<file path="config.mk">
export PLATFORM = sky130hd
export DESIGN_NAME = straight_alpha_over_blend
export DESIGN_NICKNAME = d
export VERILOG_FILES = /design/src/design/saob_pkg.sv /design/src/design/straight_alpha_over_blend.sv
export SDC_FILE = /design/constraint.sdc
export NUM_CORES = 2
export LEC_CHECK = 0
export BUFFER_PORTS_ARGS = -buffer_cell sky130_fd_sc_hd__buf_2
export CAP_MARGIN = 40
export CORE_ASPECT_RATIO = 1.2
export CORE_MARGIN = 2
export CORE_UTILIZATION = 25
export DETAILED_ROUTE_END_ITERATION = 8
export HOLD_SLACK_MARGIN = 0.08
export PLACE_DENSITY = 0.46
export SLEW_MARGIN = 5
export SYNTH_ARGS = -nofsm -noshare
export SYNTH_HDL_FRONTEND = slang
export SYNTH_SLANG_ARGS = --single-unit
</file>
<file path="constraint.sdc">
create_clock -name i_clk -period 12 [get_ports i_clk]
set_clock_uncertainty 0.15 [all_clocks]
set_input_delay 1.2 -clock i_clk [delete_from_list [all_inputs] [get_ports i_clk]]
set_output_delay 1.2 -clock i_clk [all_outputs]
set_load 0.03 [all_outputs]
</file>
<file path="src/design/saob_pkg.sv">
package saob_pkg;

    localparam int CH_W       = 8;
    localparam int WGT_W      = 2 * CH_W;
    localparam int NUM_W      = 3 * CH_W;
    localparam int NCH        = 3;
    localparam int PRE_STAGES = 3;
    localparam int LATENCY    = PRE_STAGES + CH_W;

    localparam logic [CH_W-1:0] CH_MAX = '1;

    typedef logic [CH_W-1:0]  t_chan;
    typedef logic [WGT_W-1:0] t_wgt;
    typedef logic [NUM_W-1:0] t_num;
    typedef logic [NCH-1:0][CH_W-1:0]  t_rgb;
    typedef logic [NCH-1:0][NUM_W-1:0] t_rgb_num;

    // floor(x / 255) for 16-bit x below 65280
    function automatic t_chan div255(input t_wgt x);
        logic [WGT_W:0] s;
        s = {1'b0, x} + {{(CH_W + 1){1'b0}}, x[WGT_W-1:CH_W]} + {{WGT_W{1'b0}}, 1'b1};
        return s[WGT_W-1:CH_W];
    endfunction

endpackage

</file>
<file path="src/design/straight_alpha_over_blend.sv">
// Porter-Duff "over" composite of one straight-alpha source pixel onto one
// straight-alpha destination pixel, 8 bits per channel.
// Input: drive the eight channel ports and raise start; a pixel pair is taken
// at each rising edge where start is high and busy is low. busy stays low, so
// one pair can be taken every cycle.
// Output: o_valid marks one cycle in which o_out_alpha and the three colour
// ports hold the blended pixel; the receiver must take it in that cycle.
// Three stages form the weights, the products and the sums with the coverage;
// eight more stages run a restoring divide, one quotient bit per stage, for the
// three colour channels side by side. Throughput is one pixel per clock.
// Colour is 0 where both alphas are 0.
// Reset (synchronous, active low) clears the valid bits of every stage; pixels
// in flight are dropped. There is no back pressure on the result side.
module straight_alpha_over_blend (
    input  logic       i_clk,
    input  logic       i_rst_n,
    input  logic       start,
    output logic       busy,
    input  logic [7:0] i_src_alpha,
    input  logic [7:0] i_src_red,
    input  logic [7:0] i_src_green,
    input  logic [7:0] i_src_blue,
    input  logic [7:0] i_dst_alpha,
    input  logic [7:0] i_dst_red,
    input  logic [7:0] i_dst_green,
    input  logic [7:0] i_dst_blue,
    output logic       o_valid,
    output logic [7:0] o_out_alpha,
    output logic [7:0] o_out_red,
    output logic [7:0] o_out_green,
    output logic [7:0] o_out_blue
);

    localparam int CH_W = saob_pkg::CH_W;
    localparam int NCH  = saob_pkg::NCH;

    logic accept;

    // weight stage
    logic            r1_vld;
    saob_pkg::t_wgt  r1_wsrc;
    saob_pkg::t_wgt  r1_wdst;
    saob_pkg::t_rgb  r1_src;
    saob_pkg::t_rgb  r1_dst;

    // product stage
    logic                r2_vld;
    saob_pkg::t_wgt      r2_cov;
    saob_pkg::t_rgb_num  r2_ps;
    saob_pkg::t_rgb_num  r2_pd;

    // divide stages, index 0 is the sum stage
    logic                r_vld   [0:CH_W];
    saob_pkg::t_rgb_num  r_rem   [0:CH_W];
    saob_pkg::t_rgb      r_q     [0:CH_W];
    saob_pkg::t_wgt      r_div   [0:CH_W];
    saob_pkg::t_chan     r_alpha [0:CH_W];
    logic                r_nz    [0:CH_W];

    assign busy   = 1'b0;
    assign accept = start && !busy;

    always_ff @(posedge i_clk) begin
        if (!i_rst_n) begin
            r1_vld <= 1'b0;
            r2_vld <= 1'b0;
            r_vld[0] <= 1'b0;
        end else begin
            r1_vld <= accept;
            r2_vld <= r1_vld;
            r_vld[0] <= r2_vld;
        end
    end

    always_ff @(posedge i_clk) begin
        r1_wsrc <= {i_src_alpha, {CH_W{1'b0}}} - {{CH_W{1'b0}}, i_src_alpha};
        r1_wdst <= saob_pkg::t_wgt'(i_dst_alpha) *
                   saob_pkg::t_wgt'(saob_pkg::CH_MAX - i_src_alpha);
        r1_src  <= {i_src_blue, i_src_green, i_src_red};
        r1_dst  <= {i_dst_blue, i_dst_green, i_dst_red};
    end

    always_ff @(posedge i_clk) begin
        r2_cov <= r1_wsrc + r1_wdst;
        for (int c = 0; c < NCH; c++) begin
            r2_ps[c] <= saob_pkg::t_num'(r1_src[c]) * saob_pkg::t_num'(r1_wsrc);
            r2_pd[c] <= saob_pkg::t_num'(r1_dst[c]) * saob_pkg::t_num'(r1_wdst);
        end
    end

    always_ff @(posedge i_clk) begin
        for (int c = 0; c < NCH; c++) begin
            r_rem[0][c] <= r2_ps[c] + r2_pd[c];
        end
        r_q[0]     <= '0;
        r_div[0]   <= r2_cov;
        r_alpha[0] <= saob_pkg::div255(r2_cov);
        r_nz[0]    <= (r2_cov != '0);
    end

    genvar gi;
    generate
        for (gi = 0; gi < CH_W; gi++) begin : g_div
            localparam int BIT = CH_W - 1 - gi;

            saob_pkg::t_num      dsh;
            saob_pkg::t_rgb_num  n_rem;
            saob_pkg::t_rgb      n_q;

            assign dsh = saob_pkg::t_num'(r_div[gi]) << BIT;

            always_comb begin
                for (int c = 0; c < NCH; c++) begin
                    if (r_nz[gi] && (r_rem[gi][c] >= dsh)) begin
                        n_rem[c] = r_rem[gi][c] - dsh;
                        n_q[c]   = {r_q[gi][c][CH_W-2:0], 1'b1};
                    end else begin
                        n_rem[c] = r_rem[gi][c];
                        n_q[c]   = {r_q[gi][c][CH_W-2:0], 1'b0};
                    end
                end
            end

            always_ff @(posedge i_clk) begin
                if (!i_rst_n) begin
                    r_vld[gi+1] <= 1'b0;
                end else begin
                    r_vld[gi+1] <= r_vld[gi];
                end
            end

            always_ff @(posedge i_clk) begin
                r_rem[gi+1]   <= n_rem;
                r_q[gi+1]     <= n_q;
                r_div[gi+1]   <= r_div[gi];
                r_alpha[gi+1] <= r_alpha[gi];
                r_nz[gi+1]    <= r_nz[gi];
            end
        end
    endgenerate

    assign o_valid     = r_vld[CH_W];
    assign o_out_alpha = r_alpha[CH_W];
    assign o_out_red   = r_q[CH_W][0];
    assign o_out_green = r_q[CH_W][1];
    assign o_out_blue  = r_q[CH_W][2];

    a_latency: assert property (@(posedge i_clk) disable iff (!i_rst_n)
        accept |-> ##(saob_pkg::LATENCY) o_valid)
        else $error("accepted beat did not appear at the output");

    a_no_phantom: assert property (@(posedge i_clk) disable iff (!i_rst_n)
        o_valid |-> $past(accept, saob_pkg::LATENCY))
        else $error("output beat without an accepted input");

    a_rem_below_div: assert property (@(posedge i_clk) disable iff (!i_rst_n)
        (o_valid && r_nz[CH_W]) |->
            (r_rem[CH_W][0] < saob_pkg::t_num'(r_div[CH_W]) &&
             r_rem[CH_W][1] < saob_pkg::t_num'(r_div[CH_W]) &&
             r_rem[CH_W][2] < saob_pkg::t_num'(r_div[CH_W])))
        else $error("divide remainder not reduced below coverage");

    a_zero_cover: assert property (@(posedge i_clk) disable iff (!i_rst_n)
        (o_valid && !r_nz[CH_W]) |->
            (o_out_red == '0 && o_out_green == '0 && o_out_blue == '0 && o_out_alpha == '0))
        else $error("zero coverage gave nonzero pixel");

    a_opaque_src: assert property (@(posedge i_clk) disable iff (!i_rst_n)
        (accept && i_src_alpha == saob_pkg::CH_MAX) |-> ##(saob_pkg::LATENCY)
            (o_out_alpha == saob_pkg::CH_MAX &&
             o_out_red == $past(i_src_red, saob_pkg::LATENCY) &&
             o_out_blue == $past(i_src_blue, saob_pkg::LATENCY)))
        else $error("opaque source not passed through");

endmodule

</file>
==> results.cfg <==
[place]
dp_slack_ns = 6.08
dp.cells = 12245
io_buffers = 99
place_congestion = 0.885
dp_hpwl_microns = 191000
postPlaceCellArea_sq_um = 81800

[layout]
layout-area-overhead-vs-synth_pct = 13.6
fill_cells = 32124
fin_cells = 12520
drive_gt1_share_pct = 6.35
final_net_count = 9775
design_area_sq_um = 86800

[clock_network]
htreeDepth = 4
holdBufCountCts = 0
clk_pin_slew_ns = 0.08
clock_path_buffers = 4
cts-buffers-inserted = 147
clkSinkCount = 1143
cts_tree = built
post_cts_buffers = 0
cts_resized = 0
clk_latency_ns = 0.83
clockRootBuffer = clkbuf_16

[sta]
period_needed_ns = 5.84
worstMarginPinSlew_ns = 0.955
setup_slack_ns = 6.16
hold_viol = 0
rsz0062_at_grt = no
setup_viol = 0
finalMaxSlewViolations = 0
min_period_over_period_pct = 48.6
fmax_ghz = 0.171
relSlewSlack_pct = 34.7
setup_tns_ns = 0

[worst_setup_path]
reg2reg_from = r1_src[4]
r2r_cells = 18
crit_path_end_kind = register
required_ns = 12.52
r2r_slack_ns = 6.16
setup.worst_path.start_class = register
path_class = register to register
crit_end = r2_ps[21]
critPathLaunch = r1_src[4]
crit_path_max_fanout = 16
cp.arrival_ns = 6.36
r2r-end = r2_ps[21]

[drt]
ant_nets = 0
avgViaCountPerCell = 4.51
first_pass_iters = 7
drtIter0Drc = 2381
num_vias = 56405
route.detailed.drc = 0
routed_wl_microns = 236000
wl_per_cell_microns = 18.9

[synth]
ys.flop_type = dfxtp_1
synth_area_per_cell_sq_um = 9.27
synthMuxAreaShare_pct = 0.816
synth_nets = 9657
synth_edf_count = 0
synth_adder_area_share_pct = 27.6
synth_area_sq_um = 76400
yosysUniqueCellTypes = 96
ys_warn_count = 0
yosys.area_share.simple_pct = 15.9
synth_top_family_by_area = adder cells
yosysSeqAreaShare_pct = 29.9
synth_async_sr_flop_share_pct = 0
synthCells = 8246
synth_xor_area_share_pct = 6.24
synth_compound_area_share_pct = 13.4
ys_ff_latch = 1143

[hold_path]
hp-class = register to register
hold_depth = 0

[floorplanning]
fp.dieH_microns = 610
core_sq_um = 304000
pin_count = 101
start_util_pct = 25.1
die_w_microns = 509
dieArea_sq_um = 310000
row_count = 222

[outcome]
status = completed

[job]
drv_cap = 0

[global_routing]
grt_pass1_wl_microns = 360000
grt_overflow = 0
grt_max_degree = 37
antenna_found_initial = 23
grt_pass1_vias = 60575
grt_util_all_layers_pct = 15.1
cells in the final DEF, fill, tap and decap left out, types with 50 or more instances in the layout:
master     count
buf_2        106
inv_1       1001
o21ai_0      491
nor2b_1      132
nor2_1       268
buf_4         67
nor3_1       122
o21bai_1      56
ha_1         778
clkbuf_16    150
xnor2_1      328
nand2_1      622
nand4_1       68
and2_1       676
mux2_2        50
fa_1         566
a21oi_1      398
o21a_1        59
nand3_1      107
dfxtp_1     1143
a21o_1       223
nand2b_1      86
xor2_1       216
flip-flops by register name (all words and copies together), names as in the netlist, 24 cells and up:
name	flops
r1_dst	24
r_q	108
r2_pd	72
r_div	128
r_rem	576
r_alpha	72
r1_src	24
r2_ps	72
cells in the mapped netlist (all sizes together), types with 17 or more instances:
cell	instances	area share [%]
a21o	223	2.2
a211oi	50	0.51
a31oi	45	0.37
a21oi	400	2.6
a211o	23	0.26
nor4	31	0.26
ha	778	13
o21bai	56	0.55
inv	1001	4.9
and2	676	5.5
nor2	271	1.3
xnor2	328	3.8
nor2b	133	1.1
o21a	59	0.58
nand2b	86	0.70
o31ai	50	0.52
buf	24	0.20
o21ai	511	3.3
o211ai	28	0.28
dfxtp	1143	30
fa	566	15
nand2	622	3.1
a21boi	24	0.24
nand3	107	0.70
or3	44	0.36
or2	24	0.20
clkbuf	187	0.92
nor3	122	0.80
a2111oi	19	0.26
or4	22	0.22
nand4	68	0.56
xor2	216	2.5
nor4b	17	0.19
and3	46	0.38
mux2	50	0.74
stage by stage:
step	hold WS, ns	util (%)
floorplan	0.160	-
finish	0.147	28.5
CTS	0.134	28.5
global route	0.146	28.5
detailed placement	0.162	26.9
global placement	0.161	26.8
metal layers:
| layer | track usage [%] | part of all wire, % | up-vias | routed length [microns] |
|---|---|---|---|---|
| li1 | - | - | 27737 | - |
| met5 | 0 | 0.038 | - | 90 |
| met2 | 29.0 | 53 | 1001 | 125000 |
| met4 | 9.21 | 7.0 | 14 | 16500 |
| met1 | 15.4 | 37 | 27163 | 88400 |
| met3 | 1.84 | 2.8 | 490 | 6610 |
area by class of cell:
type,count,area (sq um),share of cell area [%]
clock buffers,189,4100,4.73
clock inverters,66,820,0.945
multi-input cells,5888,49000,56.4
well taps,4032,5040,5.81
flip-flops and latches,1143,22900,26.4
repair buffers,180,1130,1.30
inverters,1004,3770,4.34
diodes,18,45.0,0.0519
worst max-delay path, cell delays in order, from the launching register on:
cell       delay [ns]
dfxtp_1          0.85
nand2_1          0.19
fa_1             0.52
fa_1             0.50
inv_1            0.07
fa_1             0.53
inv_1            0.05
fa_1             0.52
inv_1            0.04
ha_1             0.34
o21a_1           0.18
o21ai_0          0.37
a31oi_1          0.18
o2111ai_1        0.30
nand4_1          0.17
a31oi_1          0.24
nor2b_1          0.10
a31o_2           0.27
xor2_1           0.14
kinds of logic (layout without fill, tap and decap cells):
group	count (synthesis)	after routing
xor+xnor	544	544
buf+inv	1215	1439
flops	1143	1143
simple gates	2318	2318
compound gates	1625	1625
fa+ha+maj	1344	1344
other cells	1	19
mux	56	56
how the worst min path moves through the flow:
stage                    from        endpoint  slack (ns)
3_5_place_dp   r_alpha[0][35]  r_alpha[0][43]        0.16
2_1_floorplan   r_alpha[0][2]  r_alpha[0][10]        0.16
6_report          r_q[0][130]     r_q[0][155]        0.15
5_1_grt        r_alpha[0][42]  r_alpha[0][50]        0.15
4_1_cts        r_alpha[0][42]  r_alpha[0][50]        0.13
3_3_place_gp      r_q[0][184]     r_q[0][209]        0.16
Power is not shown: default switching activity piles up to over one toggle a cycle in this logic, so the estimate is an artifact.
